==> config.mk <==
export PLATFORM = sky130hd
export DESIGN_NAME = indexed_list_store_core
export DESIGN_NICKNAME = d
export VERILOG_FILES = /design/src/ils_pkg.sv /design/src/ils_ram.sv /design/src/ils_step.sv /design/src/indexed_list_store_core.sv
export SDC_FILE = /design/constraint.sdc
export NUM_CORES = 1
export LEC_CHECK = 0
export ABC_AREA = 1
export BUFFER_PORTS_ARGS = -buffer_cell sky130_fd_sc_hd__buf_4
export CORE_MARGIN = 2
export CORE_UTILIZATION = 25
export CTS_CLUSTER_DIAMETER = 50
export CTS_CLUSTER_SIZE = 16
export DETAILED_ROUTE_END_ITERATION = 8
export HOLD_SLACK_MARGIN = 0.03
export MAX_ROUTING_LAYER = met4
export PLACE_DENSITY = 0.48
export REMOVE_ABC_BUFFERS = 1
export SLEW_MARGIN = 20
export SYNTH_ARGS = -nofsm -noshare
export SYNTH_HDL_FRONTEND = slang
export SYNTH_SLANG_ARGS = --single-unit
==> constraint.sdc <==
create_clock -name clk -period 7.35 [get_ports clk]
set_input_delay 0 -clock clk [delete_from_list [all_inputs] [get_ports clk]]
set_output_delay 0 -clock clk [all_outputs]
set_load 0.005 [all_outputs]
==> src/ils_pkg.sv <==
// ----------------------------------------------------------------------------
// ils_pkg
// Shared types and codes for the indexed list store: operation and status
// codes, field widths and the control word of the pointer step unit.
// ----------------------------------------------------------------------------
package ils_pkg;

  localparam int OP_W   = 3;
  localparam int IDX_W  = 5;
  localparam int DATA_W = 32;
  localparam int ST_W   = 2;
  localparam int LEN_W  = 5;

  localparam logic [OP_W-1:0] OP_APPEND  = 3'd0;
  localparam logic [OP_W-1:0] OP_INSERT  = 3'd1;
  localparam logic [OP_W-1:0] OP_ERASE   = 3'd2;
  localparam logic [OP_W-1:0] OP_REVERSE = 3'd3;
  localparam logic [OP_W-1:0] OP_READ    = 3'd4;
  localparam logic [OP_W-1:0] OP_CLEAR   = 3'd5;

  localparam logic [ST_W-1:0] ST_OK    = 2'd0;
  localparam logic [ST_W-1:0] ST_RANGE = 2'd1;
  localparam logic [ST_W-1:0] ST_FULL  = 2'd2;

  typedef struct packed {
    logic dec;
    logic use_sum;
  } step_ctrl_t;

endpackage

==> src/ils_ram.sv <==
// ----------------------------------------------------------------------------
// ils_ram
// Generic single-write, single-read RAM with a registered, enabled read port.
// ----------------------------------------------------------------------------
module ils_ram #(
  parameter int WIDTH = 32,
  parameter int DEPTH = 16,
  localparam int AW = (DEPTH > 1) ? $clog2(DEPTH) : 1
) (
  input  logic             clk,
  input  logic             we,
  input  logic [AW-1:0]    waddr,
  input  logic [WIDTH-1:0] wdata,
  input  logic             re,
  input  logic [AW-1:0]    raddr,
  output logic [WIDTH-1:0] rdata
);

  logic [WIDTH-1:0] mem [DEPTH];
  logic [WIDTH-1:0] rdata_r;

  always_ff @(posedge clk) begin
    if (we) begin
      mem[waddr] <= wdata;
    end
    if (re) begin
      rdata_r <= mem[raddr];
    end
  end

  assign rdata = rdata_r;

endmodule

==> src/ils_step.sv <==
// ----------------------------------------------------------------------------
// ils_step
// Shared pointer unit: one increment or decrement and one unsigned compare,
// reused by every loop of the sequencer.
// ----------------------------------------------------------------------------
module ils_step #(
  parameter int W = 5
) (
  input  logic [W-1:0]        x,
  input  logic [W-1:0]        a,
  input  logic [W-1:0]        b,
  input  ils_pkg::step_ctrl_t ctrl,
  output logic [W-1:0]        sum,
  output logic                lt
);

  logic [W-1:0] lhs;

  assign sum = ctrl.dec ? (x - W'(1)) : (x + W'(1));
  assign lhs = ctrl.use_sum ? sum : a;
  assign lt  = lhs < b;

endmodule

==> src/indexed_list_store_core.sv <==
// ----------------------------------------------------------------------------
// indexed_list_store_core
// Fixed-capacity ordered list of signed 32-bit words held in one RAM, with
// append, insert, erase, reverse, read and clear driven by a small sequencer.
// Append, clear, reverse of fewer than two entries and rejected operations
// answer straight from idle; read waits for the registered RAM port; insert
// and erase shift one entry at a time, and reverse swaps one pair at a time,
// through the single RAM port pair.
// One transaction at a time; busy is high while the sequencer runs.
// Each result is strobed for one cycle by out_valid; the receiver cannot stall.
// Synchronous active-low reset empties the list; RAM contents are not cleared.
// ----------------------------------------------------------------------------
module indexed_list_store_core #(
  parameter int CAPACITY = 16
) (
  input  logic                                clk,
  input  logic                                rst_n,
  input  logic                                start,
  output logic                                busy,
  input  logic        [ils_pkg::OP_W-1:0]     in_op,
  input  logic        [ils_pkg::IDX_W-1:0]    in_index,
  input  logic signed [ils_pkg::DATA_W-1:0]   in_value,
  output logic                                out_valid,
  output logic signed [ils_pkg::DATA_W-1:0]   out_read_data,
  output logic        [ils_pkg::ST_W-1:0]     out_status,
  output logic        [ils_pkg::LEN_W-1:0]    out_length
);

  localparam int CW = $clog2(CAPACITY + 1);
  localparam int XW = (CW > ils_pkg::IDX_W) ? CW : ils_pkg::IDX_W;
  localparam int AW = (CAPACITY > 1) ? $clog2(CAPACITY) : 1;
  localparam logic [XW-1:0] CAP_X = XW'(CAPACITY);
  localparam logic [XW-1:0] TWO_X = XW'(2);

  localparam logic [3:0] S_IDLE     = 4'd0;
  localparam logic [3:0] S_SHIFT_RD = 4'd1;
  localparam logic [3:0] S_SHIFT_WR = 4'd2;
  localparam logic [3:0] S_COMMIT   = 4'd3;
  localparam logic [3:0] S_REV_RDA  = 4'd4;
  localparam logic [3:0] S_REV_RDB  = 4'd5;
  localparam logic [3:0] S_REV_WRA  = 4'd6;
  localparam logic [3:0] S_REV_WRB  = 4'd7;
  localparam logic [3:0] S_READ     = 4'd8;

  logic [3:0]                     state_r, state_nxt;
  logic [XW-1:0]                  count_r, count_nxt;
  logic [XW-1:0]                  ptr_r, ptr_nxt;
  logic [XW-1:0]                  ptr2_r, ptr2_nxt;
  logic [XW-1:0]                  idx_r, idx_nxt;
  logic [ils_pkg::OP_W-1:0]       op_r, op_nxt;
  logic [ils_pkg::DATA_W-1:0]     val_r, val_nxt;
  logic [ils_pkg::DATA_W-1:0]     tmp_r, tmp_nxt;
  logic                           out_valid_r, out_valid_nxt;
  logic [ils_pkg::DATA_W-1:0]     out_data_r, out_data_nxt;
  logic [ils_pkg::ST_W-1:0]       out_status_r, out_status_nxt;
  logic [ils_pkg::LEN_W-1:0]      out_length_r;

  logic                           accept;
  logic [XW-1:0]                  idx_x;

  logic                           mem_we;
  logic [AW-1:0]                  mem_waddr;
  logic [ils_pkg::DATA_W-1:0]     mem_wdata;
  logic                           mem_re;
  logic [AW-1:0]                  mem_raddr;
  logic [ils_pkg::DATA_W-1:0]     mem_rdata;

  logic [XW-1:0]                  u_x, u_a, u_b, u_sum;
  ils_pkg::step_ctrl_t            u_ctrl;
  logic                           u_lt;

  ils_ram #(
    .WIDTH (ils_pkg::DATA_W),
    .DEPTH (CAPACITY)
  ) u_ram (
    .clk   (clk),
    .we    (mem_we),
    .waddr (mem_waddr),
    .wdata (mem_wdata),
    .re    (mem_re),
    .raddr (mem_raddr),
    .rdata (mem_rdata)
  );

  ils_step #(
    .W (XW)
  ) u_step (
    .x    (u_x),
    .a    (u_a),
    .b    (u_b),
    .ctrl (u_ctrl),
    .sum  (u_sum),
    .lt   (u_lt)
  );

  assign busy   = (state_r != S_IDLE);
  assign accept = start && !busy;
  assign idx_x  = XW'(in_index);

  always_comb begin
    state_nxt      = state_r;
    count_nxt      = count_r;
    ptr_nxt        = ptr_r;
    ptr2_nxt       = ptr2_r;
    idx_nxt        = idx_r;
    op_nxt         = op_r;
    val_nxt        = val_r;
    tmp_nxt        = tmp_r;
    out_valid_nxt  = 1'b0;
    out_data_nxt   = '0;
    out_status_nxt = ils_pkg::ST_OK;
    mem_we         = 1'b0;
    mem_waddr      = ptr_r[AW-1:0];
    mem_wdata      = mem_rdata;
    mem_re         = 1'b0;
    mem_raddr      = ptr_r[AW-1:0];
    u_x            = count_r;
    u_a            = ptr_r;
    u_b            = ptr2_r;
    u_ctrl.dec     = 1'b0;
    u_ctrl.use_sum = 1'b0;

    unique case (state_r)
      S_IDLE: begin
        u_ctrl.dec = (in_op == ils_pkg::OP_REVERSE);
        if (accept) begin
          idx_nxt = idx_x;
          op_nxt  = in_op;
          val_nxt = in_value;
          unique case (in_op)
            ils_pkg::OP_APPEND: begin
              out_valid_nxt = 1'b1;
              if (count_r == CAP_X) begin
                out_status_nxt = ils_pkg::ST_FULL;
              end else begin
                mem_we    = 1'b1;
                mem_waddr = count_r[AW-1:0];
                mem_wdata = in_value;
                count_nxt = u_sum;
              end
            end
            ils_pkg::OP_INSERT: begin
              if (idx_x > count_r) begin
                out_valid_nxt  = 1'b1;
                out_status_nxt = ils_pkg::ST_RANGE;
              end else if (count_r == CAP_X) begin
                out_valid_nxt  = 1'b1;
                out_status_nxt = ils_pkg::ST_FULL;
              end else begin
                ptr_nxt   = count_r;
                state_nxt = S_SHIFT_RD;
              end
            end
            ils_pkg::OP_ERASE: begin
              if (idx_x >= count_r) begin
                out_valid_nxt  = 1'b1;
                out_status_nxt = ils_pkg::ST_RANGE;
              end else begin
                ptr_nxt   = idx_x;
                state_nxt = S_SHIFT_RD;
              end
            end
            ils_pkg::OP_REVERSE: begin
              if (count_r < TWO_X) begin
                out_valid_nxt = 1'b1;
              end else begin
                ptr_nxt   = '0;
                ptr2_nxt  = u_sum;
                state_nxt = S_REV_RDA;
              end
            end
            ils_pkg::OP_READ: begin
              if (idx_x >= count_r) begin
                out_valid_nxt  = 1'b1;
                out_status_nxt = ils_pkg::ST_RANGE;
              end else begin
                mem_re    = 1'b1;
                mem_raddr = idx_x[AW-1:0];
                state_nxt = S_READ;
              end
            end
            ils_pkg::OP_CLEAR: begin
              out_valid_nxt = 1'b1;
              count_nxt     = '0;
            end
            default: begin
              out_valid_nxt = 1'b1;
            end
          endcase
        end
      end
      S_SHIFT_RD: begin
        u_x            = ptr_r;
        u_ctrl.dec     = (op_r == ils_pkg::OP_INSERT);
        u_ctrl.use_sum = (op_r == ils_pkg::OP_ERASE);
        u_a            = idx_r;
        u_b            = (op_r == ils_pkg::OP_INSERT) ? ptr_r : count_r;
        if (u_lt) begin
          mem_re    = 1'b1;
          mem_raddr = u_sum[AW-1:0];
          ptr2_nxt  = u_sum;
          state_nxt = S_SHIFT_WR;
        end else begin
          if (op_r == ils_pkg::OP_INSERT) begin
            mem_we    = 1'b1;
            mem_waddr = idx_r[AW-1:0];
            mem_wdata = val_r;
          end
          state_nxt = S_COMMIT;
        end
      end
      S_SHIFT_WR: begin
        mem_we    = 1'b1;
        mem_waddr = ptr_r[AW-1:0];
        mem_wdata = mem_rdata;
        ptr_nxt   = ptr2_r;
        state_nxt = S_SHIFT_RD;
      end
      S_COMMIT: begin
        u_x           = count_r;
        u_ctrl.dec    = (op_r == ils_pkg::OP_ERASE);
        count_nxt     = u_sum;
        out_valid_nxt = 1'b1;
        state_nxt     = S_IDLE;
      end
      S_REV_RDA: begin
        u_a = ptr_r;
        u_b = ptr2_r;
        if (u_lt) begin
          mem_re    = 1'b1;
          mem_raddr = ptr_r[AW-1:0];
          state_nxt = S_REV_RDB;
        end else begin
          out_valid_nxt = 1'b1;
          state_nxt     = S_IDLE;
        end
      end
      S_REV_RDB: begin
        mem_re    = 1'b1;
        mem_raddr = ptr2_r[AW-1:0];
        tmp_nxt   = mem_rdata;
        state_nxt = S_REV_WRA;
      end
      S_REV_WRA: begin
        mem_we    = 1'b1;
        mem_waddr = ptr_r[AW-1:0];
        mem_wdata = mem_rdata;
        u_x       = ptr_r;
        ptr_nxt   = u_sum;
        state_nxt = S_REV_WRB;
      end
      S_REV_WRB: begin
        mem_we     = 1'b1;
        mem_waddr  = ptr2_r[AW-1:0];
        mem_wdata  = tmp_r;
        u_x        = ptr2_r;
        u_ctrl.dec = 1'b1;
        ptr2_nxt   = u_sum;
        state_nxt  = S_REV_RDA;
      end
      S_READ: begin
        out_valid_nxt = 1'b1;
        out_data_nxt  = mem_rdata;
        state_nxt     = S_IDLE;
      end
      default: begin
        state_nxt = S_IDLE;
      end
    endcase
  end

  always_ff @(posedge clk) begin
    if (!rst_n) begin
      state_r     <= S_IDLE;
      count_r     <= '0;
      out_valid_r <= 1'b0;
    end else begin
      state_r     <= state_nxt;
      count_r     <= count_nxt;
      out_valid_r <= out_valid_nxt;
    end
  end

  always_ff @(posedge clk) begin
    ptr_r  <= ptr_nxt;
    ptr2_r <= ptr2_nxt;
    idx_r  <= idx_nxt;
    op_r   <= op_nxt;
    val_r  <= val_nxt;
    tmp_r  <= tmp_nxt;
    if (out_valid_nxt) begin
      out_data_r   <= out_data_nxt;
      out_status_r <= out_status_nxt;
      out_length_r <= count_nxt[ils_pkg::LEN_W-1:0];
    end
  end

  assign out_valid     = out_valid_r;
  assign out_read_data = out_data_r;
  assign out_status    = out_status_r;
  assign out_length    = out_length_r;

endmodule
; Word level (Yosys, flattened, before mapping)
; Memory sizes are Yosys's and may differ from the RTL's. A register that Yosys moved wholly into a read port is not among the register bits.
; Index checks and enable logic that the tools add are counted.
[word_totals]
n_memories = 1
ramBits = 512
ff_bits = 131
output_inout_bits = 41
word_cells = 138
[op_classes]
eq_ne = 27
order_cmp = 4
n_reduce_logical = 16
muxes = 76
add_sub_neg = 2
[memory_table]
columns = memory, depth, word_bits, rd, rd_ports_with_merged_regs, wr, line
row1 = u_ram.mem, 16, 32, 1, 1, 1, ils_ram.sv:19  ; logic [WIDTH-1:0] mem [DEPTH];
[op_table]
columns = cell, n
row1 = 32-bit two-way mux, 5
row2 = 32-bit one-hot mux with 3 select lines, 1
row3 = 5-bit two-way mux, 16
row4 = 4-bit two-way mux, 15
row5 = 5-bit one-hot mux with 3 select lines, 3
row6 = 5-bit one-hot mux with 2 select lines, 3
row7 = 4-bit one-hot mux with 7 select lines, 1
row8 = 4-bit one-hot mux with 3 select lines, 2
row9 = 1-bit two-way mux, 20
row10 = "4-bit by 3-bit equality test with 1-bit output, second input constant", 4
row11 = 4-bit one-hot mux with 4 select lines, 1
row12 = "3-bit != test, second input constant", 5
row13 = 7-bit AND reduction, 2
row14 = 1-bit one-hot mux with 3 select lines, 4
row15 = "3-bit by 2-bit equality test with 1-bit output, second input constant", 3
row16 = "4-bit by 2-bit equality test with 1-bit output, second input constant", 2
row17 = "2-bit != test, second input constant", 4
row18 = 2-bit OR reduction, 4
row19 = "3-bit by 1-bit equality test with 1-bit output, second input constant", 2
row20 = "3-bit equality test, second input constant", 2
row21 = 2-bit one-hot mux with 3 select lines, 1
row22 = 3-bit nonzero test, 2
row23 = "5-bit by 1-bit adder with 5-bit output, second input constant", 1
row24 = "5-bit equality test, second input constant", 1
row25 = 20 further kinds, 21

; Depth between registers and ports, before layout
; Gate-level depths: netlist of the first run.
[depth]
depth_word = 11
mapped_depth = 31
depth_no_buf = 29

; Modules after synthesis
; A second synthesis of the first run with hierarchy kept.
[unflattened]
cells_unflattened = 3005
hier_area_um2 = 30390.4
[modules_own_cells]
columns = module, seq_area_each_um2, area_per_inst_um2, cells_each, n_inst
row1 = ils_ram, 16335.7, 23064.6, 2120, 1
row2 = indexed_list_store_core, 3833.7, 6996.7, 826, 1
row3 = ils_step, 0.0, 329.1, 59, 1

; Worst setup path after synthesis of the first run
; Ideal clock, no wire load.
[synth_path]
path_kind = register to register
from = register state_r[3]
to = memory u_ram.mem[2][0] (enable)
path_stages_with_launch = 26
setup_slack_ns = 1.689
arrival_ns = 5.240
synth_period_minus_slack_ns = 5.661
n_path_buf = 2
setup_time_ns = 0.421
cell_sequence = dfxtp_1 -> nor2_1 -> nand2_1 -> buf_2 -> inv_1 -> buf_2 -> a21oi_1 -> nand2_1 -> inv_1 -> fa_1 -> o21ai_0 -> xnor2_1 -> xor2_1 -> inv_1 -> o221ai_1 -> ha_1 -> a21oi_1 -> o21a_1 -> nand2_2 -> nand2_1 -> a21oi_1 -> o21ai_0 -> nand4_1 -> nor2_1 -> nand2_1 -> nor2_1
[synth_via]
elab_chain_cells = 11
word_cells_on_any_way = 29
classes_between = add/sub (2) / order compare (1) / eq/ne (5) / mux (15) / reduce/logical (6)
[synth_lines]
columns = element, line
row1 = start: declaration, indexed_list_store_core.sv:45  ; logic [3:0] state_r, state_nxt;
row2 = start signal: assignment, indexed_list_store_core.sv:278  ; state_r <= state_nxt;
row3 = 4-bit by 1-bit equality test with 1-bit output or 4-bit by 3-bit equality test with 1-bit output (tied branches), indexed_list_store_core.sv:123  ; unique case (state_r)
row4 = 2-bit OR reduction (no line), --
row5 = 5-bit one-hot mux with 2 select lines, indexed_list_store_core.sv:123
row6 = 5-bit by 1-bit adder with 5-bit output or 5-bit by 1-bit subtractor with 5-bit output (tied branches), ils_step.sv:19  ; assign sum = ctrl.dec ? (x - W'(1)) : (x + W'(1));
row7 = 5-bit two-way mux, ils_step.sv:19
row8 = 5-bit two-way mux, ils_step.sv:20  ; assign lhs = ctrl.use_sum ? sum : a;
row9 = 5-bit < comparator, ils_step.sv:21  ; assign lt = lhs < b;
row10 = 1-bit two-way mux, indexed_list_store_core.sv:198  ; if (u_lt) begin
row11 = 1-bit one-hot mux with 3 select lines, indexed_list_store_core.sv:123
row12 = 1-bit two-way mux, ils_ram.sv:23  ; if (we) begin
row13 = 1-bit two-way mux (not written as such), ils_ram.sv:24  ; mem[waddr] <= wdata;
row14 = end: declaration, ils_ram.sv:19
; Parallel ways exist; a longest one is shown, timed or not.

; Worst setup path in the final report of the first run
[layout_path]
from = register state_r[3]
to = memory u_ram.mem[15][24] (enable)
; The elaborated chain is that of the path after synthesis.

==> results of run 1 <==
==> registers in the layout, indices dropped and copies added, names as in the netlist, 32 cells and up <==
| signal | count |
|---|---|
| u_ram.rdata | 32 |
| u_ram.mem | 512 |
| out_read_data | 32 |
| tmp_r | 32 |
| val_r | 32 |
==> power by group through the flow <==
stage                     Clock, mW  Sequential (mW)  Combinational (mW)
after global placement            0             4.68                2.00
after global routing           4.37             4.61                2.24
after CTS                      4.22             4.60                2.03
after floorplan                   0             4.66                1.26
after detailed placement          0             4.68                2.00
final                          4.12             4.60                2.01
==> area by class of cell <==
cell class / count / area [µm²] / area share [%]
Sequential cell: 675 / 20200 / 55.8
Multi-Input combinational cell: 1646 / 7990 / 22.1
Clock buffer: 88 / 2100 / 5.80
Tap cell: 1612 / 2020 / 5.58
Timing Repair Buffer: 186 / 1690 / 4.67
Inverter: 404 / 1520 / 4.20
Clock inverter: 63 / 659 / 1.82
Antenna cell: 2 / 5.00 / 0.0138
==> per-stage QoR <==
| step | std cells | TNS (ps) | worst slack, ps | hold WS (ps) | power (mW) |
|---|---|---|---|---|---|
| global route | 4675 | 0 | 1010 | 50.2 | 11.2 |
| floorplan | 2725 | -143340 | -3570 | 98.9 | 5.92 |
| CTS | 4674 | 0 | 1400 | 44.3 | 10.9 |
| global placement | 4481 | 0 | 1520 | 190 | 6.68 |
| finish | 4676 | 0 | 1390 | 77.1 | 10.7 |
| detailed placement | 4481 | 0 | 1380 | 190 | 6.68 |
==> logic make-up (layout without fill, tap and decap cells) <==
logic type | Yosys count | in the layout
compound gates | 239 | 239
xor+xnor | 4 | 4
fa+ha+maj | 13 | 13
buf+inv | 569 | 741
flops | 675 | 675
other cells | 0 | 2
simple gates | 1390 | 1390
==> routing by layer <==
metal  part of all wire, %  routed length, µm  vias up
met5                     0                  0        -
met4                   2.1               1940        0
met3                   5.9               5530      128
met2                    44              41500      639
met1                    48              44800    10546
li1                      -                  -    10110
==> cell usage after synthesis (2+ instances only) <==
cell      count  area [µm²]
edfxtp_1    665       20000
nand2_1     616        2310
nand3_1     591        2960
inv_1       396        1490
a21oi_1     104         521
o21ai_0     100         500
nor2_1       91         342
buf_2        64         320
clkbuf_1     63         236
nand4_1      37         231
nand3b_1     33         248
buf_4        19         143
ha_1         12         150
buf_1        11        41.3
dfxtp_1      10         200
a22oi_1       8        60.1
buf_6         8        90.1
inv_2         7        26.3
nand2_2       6        37.5
nor3_1        6        30.0
nand3_2       5        50.1
o211ai_1      5        37.5
o221ai_1      5        43.8
xnor2_1       3        26.3
a211oi_1      2        15.0
o21ai_1       2        10.0
o22ai_1       2        12.5
==> worst max-delay path by stage <==
stage | endpoint | from | cells past startpoint
floorplan | u_ram.rdata[0]$_DFFE_PP_ | state_r[3]$_SDFFE_PN0P_ | 24
global placement | u_ram.mem[5][24]$_DFFE_PP_ | state_r[3]$_SDFFE_PN0P_ | 26
detailed placement | u_ram.mem[15][24]$_DFFE_PP_ | state_r[3]$_SDFFE_PN0P_ | 24
CTS | u_ram.mem[15][24]$_DFFE_PP_ | state_r[3]$_SDFFE_PN0P_ | 24
global route | u_ram.mem[15][28]$_DFFE_PP_ | state_r[1]$_SDFFE_PN0P_ | 24
finish | u_ram.mem[15][24]$_DFFE_PP_ | state_r[3]$_SDFFE_PN0P_ | 24
==> worst reg2reg max path, cell delays in order, from the launching register on <==
cell and delay, ps:
dfxtp_1 390, nor2_1 220, inv_2 110, nor2_8 210, inv_2 50, nor2_1 220
a21oi_1 60, nand2_1 190, inv_1 90, fa_1 400, o21ai_0 230, xnor2_1 160
xor2_1 210, inv_1 100, o221ai_1 160, ha_1 270, a21oi_1 130, o21a_1 230
nand2_2 160, nand2_2 210, o21ai_0 110, a22oi_1 230, nand3_1 380, nor2_4 420
buf_4 640
==> what timing repair did <==
| item | 4_1_cts | 5_1_grt |
|---|---|---|
| endpoints found under the hold margin | 57 | 0 |
| hold buffers | 42 | 0 |
| resized for setup | 0 | 0 |
==> metrics.md, run 1 <==
| Metric | Value |
|---|---|
| Clock tree root buffer cell | clkbuf_16 |
| Die width | 352 µm |
| Routed WL per cell | 20.1 µm |
| Delay of the slowest cell on the worst path | 640 ps |
| Post-synth EDFFs | 665 |
| Area post-placement | 33000 µm² |
| Final period demand of the worst path | 5960 ps |
| Post-DP HPWL | 50800 µm |
| Mux cell area share after synthesis | 0% |
| Number of clock sinks | 675 |
| Synthesized-area fraction occupied by and/or/nand/nor cells | 20.7% |
| Highest clock rate | 168 MHz |
| Area share of xor/xnor cells in the synthesized design | 0.116% |
| GR Util met2 | 22.5% |
| Fraction of layout cells with a size suffix above 1 | 11.1% |
| Critical-path maximum fanout | 25 |
| Vias post-DR | 21423 |
| Worst endpoint data arrival time | 6230 ps |
| Vias per inst | 4.58 |
| Portion of total power attributed to the clock network | 38.4% |
| Synthesized area per cell | 10.5 µm² |
| Floorplan row count | 127 |
| Worst Setup End Kind | flop |
| Compound-cell area share of the yosys netlist | 4.27% |
| Switching Share | 31.1% |
| First-pass GRT wire length | 139000 µm |
| Remaining global-route overflow | 0 |
| Y dimension of the die | 352 µm |
| Maximum Capacitance Violations | 0 |
| Number of pins exceeding their max-slew limit in the final report | 0 |
| Main flop type after synthesis | edfxtp_1 |
| Worst path required time | 7620 ps |
| Final Routed Wirelength | 93800 µm |
| Router iterations before antenna repair | 5 |
| Fraction of power consumed by combinational cells | 18.7% |
| Final nets | 3052 |
| Buffer depth of the longest clock path | 3 |
| Power per cell area | 297 nW/µm² |
| Number of cell instances on the worst register-to-register path | 24 |
| Clock-pin transition on the worst setup and hold timing paths | 70 ps |
| H-tree level count | 3 |
| Startpoint of the most critical hold path | in_value[10] |
| Buffer count from post-CTS setup fixing | 0 |
| Drc violations | 0 |
| Share of the cycle needed by the critical path after routing | 81.1% |
| Internal power summed over all cells | 7.39 mW |
| Final count of negative-setup-slack endpoints | 0 |
| Combined area of all synthesized cells | 30300 µm² |
| Floorplan core area | 120000 µm² |
| Max-slew headroom | 1.55% |
| Largest voltage drop on the vdd net | 0.000177 V |
| Fraction of the core area covered by cells at the end of the flow | 30.1% |
| Number of hold violations in the final report | 0 |
| Classification of the worst-slack hold path | in2reg |
| Port bufs | 83 |
| Setup repair after global routing missed its margin | false |
| Post-route ant nets | 0 |
| Commonest cells after routing, fill and taps aside | edfxtp_1 (665), nand2_1 (611), nand3_1 (588) |
| Met1 track utilization from global routing | 21.9% |
| Kind of cell adding the most delay to the critical path | simple AND/OR/NAND/NOR gates |
| Number of warnings printed during yosys synthesis | 0 |
| Total net switching power | 3.34 mW |
| Number of inserted filler cells in the final layout | 12293 |
| Async set-or-reset flop fraction in the synthesized netlist | 0% |
| Number of buffer and inverter stages on the critical path | 5 |
| Startpoint Class | flop |
| Hold endpoint | val_r[10]$_DFFE_PP_ |
| Setup slack, reg-to-reg | 1390 ps |
| Post-synthesis to final-layout area growth | 19.4% |
| Leading cell type in the layout, fill and taps excluded | edfxtp_1 |
| Worst slew pin tran | 1480 ps |
| GR peak layer | met2 |
| Number of cells on the worst hold path | 2 |
| Boundary Pins | 84 |
| Leakage power figure | 14.1 nW |
| Initial DRC count | 1776 |
| Number of synthesized register bits | 675 |
| Standard cell with the maximum stage delay on the critical path | buf_4 |
| Worst setup path category | reg2reg |
| Number of antenna violations at the first check in global routing | 4 |
| Clock tree from TritonCTS | yes |
| Number of global-route vias before repair | 20464 |
| Worst Skew | 44.1 ps |
| R2R Path End | u_ram.mem[15][24]$_DFFE_PP_ |
| Dominant combinational cell family by area after synthesis | simple AND/OR/NAND/NOR gates |
| List of cells traversed by the critical path | nor2_1 > inv_2 > nor2_8 > inv_2 > nor2_1 > a21oi_1 > nand2_1 > inv_1 > fa_1 > o21ai_0 > xnor2_1 > xor2_1 > inv_1 > o221ai_1 > ha_1 > a21oi_1 > o21a_1 > nand2_2 > nand2_2 > o21ai_0 > a22oi_1 > nand3_1 > nor2_4 > buf_4 |
| Post-route standard cell area excluding fillers | 36100 µm² |
| Result of the run | finished clean |
| Latest clock arrival within the worst-skew pair | 660 ps |
| GR Util met3 | 2.39% |
| Global placement routability congestion | 0.876 |
| Synth cell types | 46 |
| Share of synthesized cell area in full adder, half adder and majority cells | 0.562% |
| Maximum number of pins on one net before global-route repair | 190 |
| Number of buffers created by CTS | 83 |
| Instance count of the mapped netlist | 2890 |
| Initial Utilization | 25.2% |
| Sequential cell area fraction in the yosys report | 66.6% |
| Global router's overall resource usage | 15.3% |
| DIE AREA | 124000 µm² |
| Sequential group share of total power | 42.8% |
| Launching point of the worst reg2reg path | state_r[3]$_SDFFE_PN0P_ |
Note: power is estimated with default switching activity, not from simulation.
==> run 2: changes to the inputs <==
==> constraint.sdc (replaced) <==
create_clock -name clk -period 6 [get_ports clk]
set_input_delay 0 -clock clk [delete_from_list [all_inputs] [get_ports clk]]
set_output_delay 0 -clock clk [all_outputs]
set_load 0.005 [all_outputs]
==> run 2 against run 1 <==
Against the previous run: total power rose by 29%; sequential cell count is the same; maximum frequency grew 5.2%; sequential share of layout area shrank 1.3 points; final area increased by 2.3%; critical endpoint is now u_ram.mem[3][6]$_DFFE_PP_; largest cell class unchanged.
==> metrics.md, run 2 (synthesized netlist as in run 1, its figures left out) <==
| Metric | Value |
|---|---|
| Vias per inst | 4.52 (was 4.58) |
| Initial Utilization | 25.2% (unchanged) |
| Hold slack | 85.2 ps (was 77.1 ps) |
| Vias post-DR | 21405 (was 21423) |
| GR Util met2 | 22.3% (was 22.5%) |
| Worst path required time | 6310 ps (was 7620 ps) |
| Setup slack, reg-to-reg | 330 ps (was 1390 ps) |
| Y dimension of the die | 352 µm (unchanged) |
| Leakage power figure | 14.5 nW (was 14.1 nW) |
| Number of cell instances on the worst register-to-register path | 25 (was 24) |
| Met1 track utilization from global routing | 21.0% (was 21.9%) |
| Commonest cells after routing, fill and taps aside | edfxtp_1 (665), nand2_1 (608), nand3_1 (587) (was edfxtp_1 (665), nand2_1 (611), nand3_1 (588)) |
| Die width | 352 µm (unchanged) |
| Final Worst Setup Slack | 335 ps (was 1390 ps) |
| Final period demand of the worst path | 5670 ps (was 5960 ps) |
| Total net switching power | 4.18 mW (was 3.34 mW) |
| Maximum number of pins on one net before global-route repair | 164 (was 190) |
| Hold endpoint | val_r[25]$_DFFE_PP_ (was val_r[10]$_DFFE_PP_) |
| Number of global-route vias before repair | 21079 (was 20464) |
| Number of buffers created by CTS | 92 (was 83) |
| Worst Setup End Kind | flop (unchanged) |
| Setup repair after global routing missed its margin | true (was false) |
| Number of pins exceeding their max-slew limit in the final report | 0 (unchanged) |
| H-tree level count | 3 (unchanged) |
| Global router's overall resource usage | 15.1% (was 15.3%) |
| Power per cell area | 375 nW/µm² (was 297 nW/µm²) |
| Boundary Pins | 84 (unchanged) |
| Portion of total power attributed to the clock network | 40.7% (was 38.4%) |
| Floorplan row count | 127 (unchanged) |
| Fraction of power consumed by combinational cells | 18.8% (was 18.7%) |
| Final Power | 13.9 mW (was 10.7 mW) |
| Post-DP HPWL | 53500 µm (was 50800 µm) |
| First-pass GRT wire length | 138000 µm (was 139000 µm) |
| Sequential group share of total power | 40.6% (was 42.8%) |
| GR peak layer | met2 (unchanged) |
| Final count of negative-setup-slack endpoints | 0 (unchanged) |
| Delay of the slowest cell on the worst path | 400 ps (was 640 ps) |
| Final nets | 3103 (was 3052) |
| Area post-placement | 33300 µm² (was 33000 µm²) |
| Buffer depth of the longest clock path | 3 (unchanged) |
| CP startpoint | state_r[3]$_SDFFE_PN0P_ (unchanged) |
| Fraction of layout cells with a size suffix above 1 | 12.7% (was 11.1%) |
| Dpl ws | 358 ps (was 1380 ps) |
| Router iterations before antenna repair | 6 (was 5) |
| Startpoint of the most critical hold path | in_value[25] (was in_value[10]) |
| Leading cell type in the layout, fill and taps excluded | edfxtp_1 (unchanged) |
| Startpoint Class | flop (unchanged) |
| GR Util met3 | 2.67% (was 2.39%) |
| Largest voltage drop on the vdd net | 0.000223 V (was 0.000177 V) |
| R2R Path End | u_ram.mem[3][6]$_DFFE_PP_ (was u_ram.mem[15][24]$_DFFE_PP_) |
| Clock tree root buffer cell | clkbuf_16 (unchanged) |
| Post-synthesis to final-layout area growth | 22.1% (was 19.4%) |
| Share of the cycle needed by the critical path after routing | 94.4% (was 81.1%) |
| Number of clock sinks | 675 (unchanged) |
| Worst Skew | 28.2 ps (was 44.1 ps) |
| Standard cell with the maximum stage delay on the critical path | fa_1 (was buf_4) |
| Latest clock arrival within the worst-skew pair | 660 ps (about the same) |
| Post-route ant nets | 0 (unchanged) |
| Internal power summed over all cells | 9.67 mW (was 7.39 mW) |
| Number of hold violations in the final report | 0 (unchanged) |
| Number of cells on the worst hold path | 2 (unchanged) |
| Number of buffer and inverter stages on the critical path | 6 (was 5) |
| Highest clock rate | 177 MHz (was 168 MHz) |
| Launching point of the worst reg2reg path | state_r[3]$_SDFFE_PN0P_ (unchanged) |
| Worst endpoint data arrival time | 5980 ps (was 6230 ps) |
| Remaining global-route overflow | 0 (unchanged) |
| Post-route standard cell area excluding fillers | 37000 µm² (was 36100 µm²) |
| Top register by number of flip-flops | u_ram.mem (unchanged) |
| Clock-pin transition on the worst setup and hold timing paths | 60 ps (was 70 ps) |
| Flip-flop count of the largest register after layout | 512 (unchanged) |
| Switching Share | 30.2% (was 31.1%) |
| Max-slew headroom | 27.9% (was 1.55%) |
| Classification of the worst-slack hold path | in2reg (unchanged) |
| Global placement routability congestion | 0.919 (was 0.876) |
| DIE AREA | 124000 µm² (unchanged) |
| Clock tree from TritonCTS | yes (unchanged) |
| Result of the run | finished clean (unchanged) |
| Port bufs | 83 (unchanged) |
| Maximum Capacitance Violations | 0 (unchanged) |
| Routed WL per cell | 19.5 µm (was 20.1 µm) |
| Worst slew pin tran | 1080 ps (was 1480 ps) |
| Final Routed Wirelength | 92400 µm (was 93800 µm) |
| Critical-path maximum fanout | 14 (was 25) |
| Initial DRC count | 1765 (was 1776) |
| Worst setup path category | reg2reg (unchanged) |
| Drc violations | 0 (unchanged) |
| Floorplan core area | 120000 µm² (unchanged) |
| Sum of negative setup slack | 0 ps (unchanged) |
| Kind of cell adding the most delay to the critical path | simple AND/OR/NAND/NOR gates (unchanged) |
| Number of antenna violations at the first check in global routing | 2 (was 4) |
[run 2: cell types whose count changed in the layout (fill, tap and decap cells not counted), sizes merged]
cell      before  now
buf          144  186
clkbuf        88  101
clkinv        21   34
inv          433  422
bufinv         4   10
clkinvlp       9    7
[run 2: repair_timing]
item	in CTS	in global routing
setup buffers	0	5
setup endpoints to repair	0	379
hold buffers	42	0
resized for setup	0	14
endpoints found under the hold margin	392	0
[run 2: stage by stage]
stage          utilization, %  cells
6_report                 30.8   4737
5_1_grt                  30.8   4736
4_1_cts                  30.7   4730
3_5_place_dp             27.7   4518
3_3_place_gp             27.7   4518
2_1_floorplan               -   2725
[run 2: power groups by stage]
stage / clock network, mW / registers [mW] / logic (mW)
floorplan: 0 / 5.70 / 1.55
global placement: 0 / 5.72 / 2.59
detailed placement: 0 / 5.72 / 2.58
CTS: 5.76 / 5.62 / 2.62
global route: 5.95 / 5.63 / 2.89
finish: 5.63 / 5.62 / 2.60
[run 2: routing by layer]
| metal | vias to the layer above | share of wire (%) |
|---|---|---|
| met2 | 624 | 44 |
| li1 | 10217 | - |
| met3 | 165 | 5.9 |
| met1 | 10399 | 47 |
| met5 | - | 0 |
| met4 | 0 | 2.7 |
[run 2: worst max-delay path by stage]
stage / endpoint / slack [ps] / depth (start not counted)
detailed placement: u_ram.mem[14][6]$_DFFE_PP_ / 360 / 26
floorplan: u_ram.rdata[0]$_DFFE_PP_ / -4920 / 24
finish: u_ram.mem[3][6]$_DFFE_PP_ / 330 / 25
global placement: u_ram.mem[14][6]$_DFFE_PP_ / 390 / 26
CTS: u_ram.mem[13][1]$_DFFE_PP_ / 340 / 25
global route: u_ram.mem[3][6]$_DFFE_PP_ / -50 / 25
[run 2: cell type report]
type	count	area, µm²
clock buffer	101	2380
sequential	675	20200
inverter	404	1520
tap	1612	2020
fill	12249	83000
timing repair buffer	228	2080
clock inverter	69	818
antenna	2	5.00
multi-input combinational	1646	8000
[run 2: worst register-to-register path: cells and delay by family, from the launching register on]
family	cells	cell delay, ps
flip-flops	1	390
AO/OA/AOI/OAI	6	940
XOR/XNOR	2	360
adder cells (fa/ha/maj)	2	680
AND/OR/NAND/NOR	9	2030
buffers and inverters	6	940
==> run 3: changes to the inputs <==
--- a/config.mk
+++ b/config.mk
@@ -14,7 +14,7 @@
 export DETAILED_ROUTE_END_ITERATION = 8
 export HOLD_SLACK_MARGIN = 0.03
 export MAX_ROUTING_LAYER = met4
-export PLACE_DENSITY = 0.48
+export PLACE_DENSITY = 0.49
 export REMOVE_ABC_BUFFERS = 1
 export SLEW_MARGIN = 20
 export SYNTH_ARGS = -nofsm -noshare
==> constraint.sdc (replaced) <==
create_clock -name clk -period 5.05 [get_ports clk]
set_input_delay 0 -clock clk [delete_from_list [all_inputs] [get_ports clk]]
set_output_delay 0 -clock clk [all_outputs]
set_load 0.005 [all_outputs]
==> run 3 against run 2 <==
Against the previous run: non-clock buffer count grew 89; clock skew shrank 2.6 ps; core utilization grew 0.97 points; sequential share of layout area shrank 1.6 points; combinational power is 32% higher; clock power grew 13%; cell count increased by 1.8%; critical path depth up 4; via count increased by 0.42%; sequential cell count stayed put; critical endpoint is now u_ram.rdata[17]$_DFFE_PP_; highest routed layer unchanged.
==> metrics.md, run 3 (synthesized netlist as in run 1, its figures left out) <==
| Metric | Value |
|---|---|
| Result of the run | finished clean (unchanged) |
| Number of cell instances on the worst register-to-register path | 29 (was 25) |
| Vias post-DR | 21495 (was 21405) |
| Buffer depth of the longest clock path | 3 (unchanged) |
| Portion of total power attributed to the clock network | 38.6% (was 40.7%) |
| Latest clock arrival within the worst-skew pair | 650 ps (was 660 ps) |
| Vias per inst | 4.46 (was 4.52) |
| Final Worst Setup Slack | 352 ps (was 335 ps) |
| Fraction of layout cells with a size suffix above 1 | 15.8% (was 12.7%) |
| First-pass GRT wire length | 137000 µm (was 138000 µm) |
| Number of global-route vias before repair | 20760 (was 21079) |
| Worst Skew | 25.6 ps (was 28.2 ps) |
| Clock-pin transition on the worst setup and hold timing paths | 60 ps (about the same) |
| Leading cell type in the layout, fill and taps excluded | edfxtp_1 (unchanged) |
| DIE AREA | 124000 µm² (unchanged) |
| Worst endpoint data arrival time | 5100 ps (was 5980 ps) |
| Clock tree root buffer cell | clkbuf_16 (unchanged) |
| Boundary Pins | 84 (unchanged) |
| H-tree level count | 3 (unchanged) |
| Leakage power figure | 15.1 nW (was 14.5 nW) |
| Number of antenna violations at the first check in global routing | 5 (was 2) |
| Dpl ws | 259 ps (was 358 ps) |
| Number of pins exceeding their max-slew limit in the final report | 0 (unchanged) |
| Number of buffers created by CTS | 89 (was 92) |
| Initial DRC count | 1818 (was 1765) |
| Classification of the worst-slack hold path | in2reg (unchanged) |
| Post-route non-filler standard cell count | 4820 (was 4737) |
| Global placement routability congestion | 0.891 (was 0.919) |
| Sum of negative setup slack | 0 ps (unchanged) |
| Delay of the slowest cell on the worst path | 440 ps (was 400 ps) |
| Switching Share | 30.2% (about the same) |
| Cell seen most often among critical-path stages | nand2_1 |
| Initial Utilization | 25.2% (unchanged) |
| Worst slew pin tran | 910 ps (was 1080 ps) |
| Final Routed Wirelength | 92000 µm (was 92400 µm) |
| Final period demand of the worst path | 4700 ps (was 5670 ps) |
| Max-slew headroom | 39.2% (was 27.9%) |
| Cell count after placement | 4597 (was 4518) |
| Floorplan core area | 120000 µm² (unchanged) |
| Launching point of the worst reg2reg path | state_r[2]$_SDFFE_PN0P_ (was state_r[3]$_SDFFE_PN0P_) |
| Highest clock rate | 213 MHz (was 177 MHz) |
| Router iterations before antenna repair | 5 (was 6) |
| Setup repair after global routing missed its margin | true (unchanged) |
| Final nets | 3190 (was 3103) |
| Destination of the critical timing path | u_ram.rdata[17]$_DFFE_PP_ (was u_ram.mem[3][6]$_DFFE_PP_) |
| CP startpoint | state_r[2]$_SDFFE_PN0P_ (was state_r[3]$_SDFFE_PN0P_) |
| Global router's overall resource usage | 14.9% (was 15.1%) |
| Largest voltage drop on the vdd net | 0.000253 V (was 0.000223 V) |
| Worst path required time | 5450 ps (was 6310 ps) |
| Worst setup path category | reg2reg (unchanged) |
| Commonest cells after routing, fill and taps aside | edfxtp_1 (665), nand2_1 (606), nand3_1 (587) (was edfxtp_1 (665), nand2_1 (608), nand3_1 (587)) |
| Top register by number of flip-flops | u_ram.mem (unchanged) |
| Share of the cycle needed by the critical path after routing | 93.0% (was 94.4%) |
| Number of hold violations in the final report | 0 (unchanged) |
| Post-DP HPWL | 55700 µm (was 53500 µm) |
| Power per cell area | 431 nW/µm² (was 375 nW/µm²) |
| Final count of negative-setup-slack endpoints | 0 (unchanged) |
| Startpoint Class | flop (unchanged) |
| Post-route ant nets | 0 (unchanged) |
| Sequential group share of total power | 40.6% (about the same) |
| Drc violations | 0 (unchanged) |
| Post-synthesis to final-layout area growth | 26.0% (was 22.1%) |
| Clock tree from TritonCTS | yes (unchanged) |
| Maximum Capacitance Violations | 0 (unchanged) |
| Number of clock sinks | 675 (unchanged) |
| Number of inserted filler cells in the final layout | 12169 (was 12249) |
| Maximum number of pins on one net before global-route repair | 117 (was 164) |
| Standard cell with the maximum stage delay on the critical path | fa_1 (unchanged) |
| Routed WL per cell | 19.1 µm (was 19.5 µm) |
| Flip-flop count of the largest register after layout | 512 (unchanged) |
| Worst Setup End Kind | flop (unchanged) |
| Internal power summed over all cells | 11.5 mW (was 9.67 mW) |
| Fraction of the core area covered by cells at the end of the flow | 31.8% (was 30.8%) |
| Setup slack, reg-to-reg | 350 ps (was 330 ps) |
| Remaining global-route overflow | 0 (unchanged) |
| Critical-path maximum fanout | 13 (was 14) |
| Floorplan row count | 127 (unchanged) |
| R2R Path End | u_ram.rdata[17]$_DFFE_PP_ (was u_ram.mem[3][6]$_DFFE_PP_) |
| Y dimension of the die | 352 µm (unchanged) |
| Port bufs | 83 (unchanged) |
| Die width | 352 µm (unchanged) |
| Fraction of power consumed by combinational cells | 20.8% (was 18.8%) |
| Total net switching power | 4.96 mW (was 4.18 mW) |
run 3: changes by cell type in the layout (fill, tap and decap cells not counted), sizes merged:
cell / change
bufinv: -3
dlygate4sd3: +1
clkinvlp: +3
nand2: +1
clkinv: -1
buf: +82
diode: +1
inv: -1
run 3: stage by stage:
stage / total power [mW] / area, µm² / hold slack (ps)
2_1_floorplan: 8.62 / 29400 / 98.9
3_3_place_gp: 10.0 / 34300 / 188
3_5_place_dp: 10.1 / 34300 / 187
4_1_cts: 16.5 / 37700 / 51.2
5_1_grt: 17.2 / 38100 / 84.9
6_report: 16.4 / 38100 / 101
run 3: worst min path at each step:
stage | startpoint | end | slack, ps | depth (start not counted)
CTS | in_value[0] | val_r[0]$_DFFE_PP_ | 50 | 2
finish | in_value[18] | val_r[18]$_DFFE_PP_ | 100 | 2
global placement | in_value[2] | val_r[2]$_DFFE_PP_ | 190 | 1
floorplan | in_index[0] | idx_r[0]$_DFFE_PP_ | 100 | 0
global route | in_value[18] | val_r[18]$_DFFE_PP_ | 80 | 2
detailed placement | in_value[24] | val_r[24]$_DFFE_PP_ | 190 | 1
run 3: power groups by stage:
| stage | registers [mW] | clock network [mW] | logic [mW] |
|---|---|---|---|
| 2_1_floorplan | 6.78 | 0 | 1.84 |
| 3_3_place_gp | 6.78 | 0 | 3.26 |
| 3_5_place_dp | 6.79 | 0 | 3.27 |
| 4_1_cts | 6.67 | 6.49 | 3.31 |
| 5_1_grt | 6.68 | 6.71 | 3.77 |
| 6_report | 6.67 | 6.34 | 3.42 |
run 3: timing repair:
| action | CTS | global route |
|---|---|---|
| buffers inserted | 0 | 8 |
| hold buffers | 43 | 0 |
| endpoints found under the setup margin | 0 | 574 |
| gates resized for setup | 0 | 43 |
| hold endpoints to repair | 579 | 0 |
run 3: metal layers:
layer / track usage, % / part of all wire, % / vias to the layer above
li1: - / - / 10413
met1: 20.6 / 47 / 10277
met2: 21.8 / 44 / 653
met3: 2.78 / 6.6 / 152
met4: 4.84 / 2.6 / 0
met5: - / 0 / -
run 3: area by class of cell:
type	instances	area, µm²	area share [%]
Sequential cell	675	20200	52.9
Multi-Input combinational cell	1647	8100	21.2
Tap cell	1612	2020	5.29
Antenna cell	3	7.51	0.0197
Clock inverter	67	686	1.80
Timing Repair Buffer	317	3340	8.76
Inverter	404	1520	3.98
Clock buffer	95	2290	6.01
run 3: critical path: cells and delay by family (launching register included):
kind                       cells  cell delay [ps]
AOI/OAI and AO/OA              4              620
xor gates and xnor gates       2              350
adders and majority gates      2              720
buffers and inverters          7              960
DFF                            1              360
and+or+nand+nor               14             1420
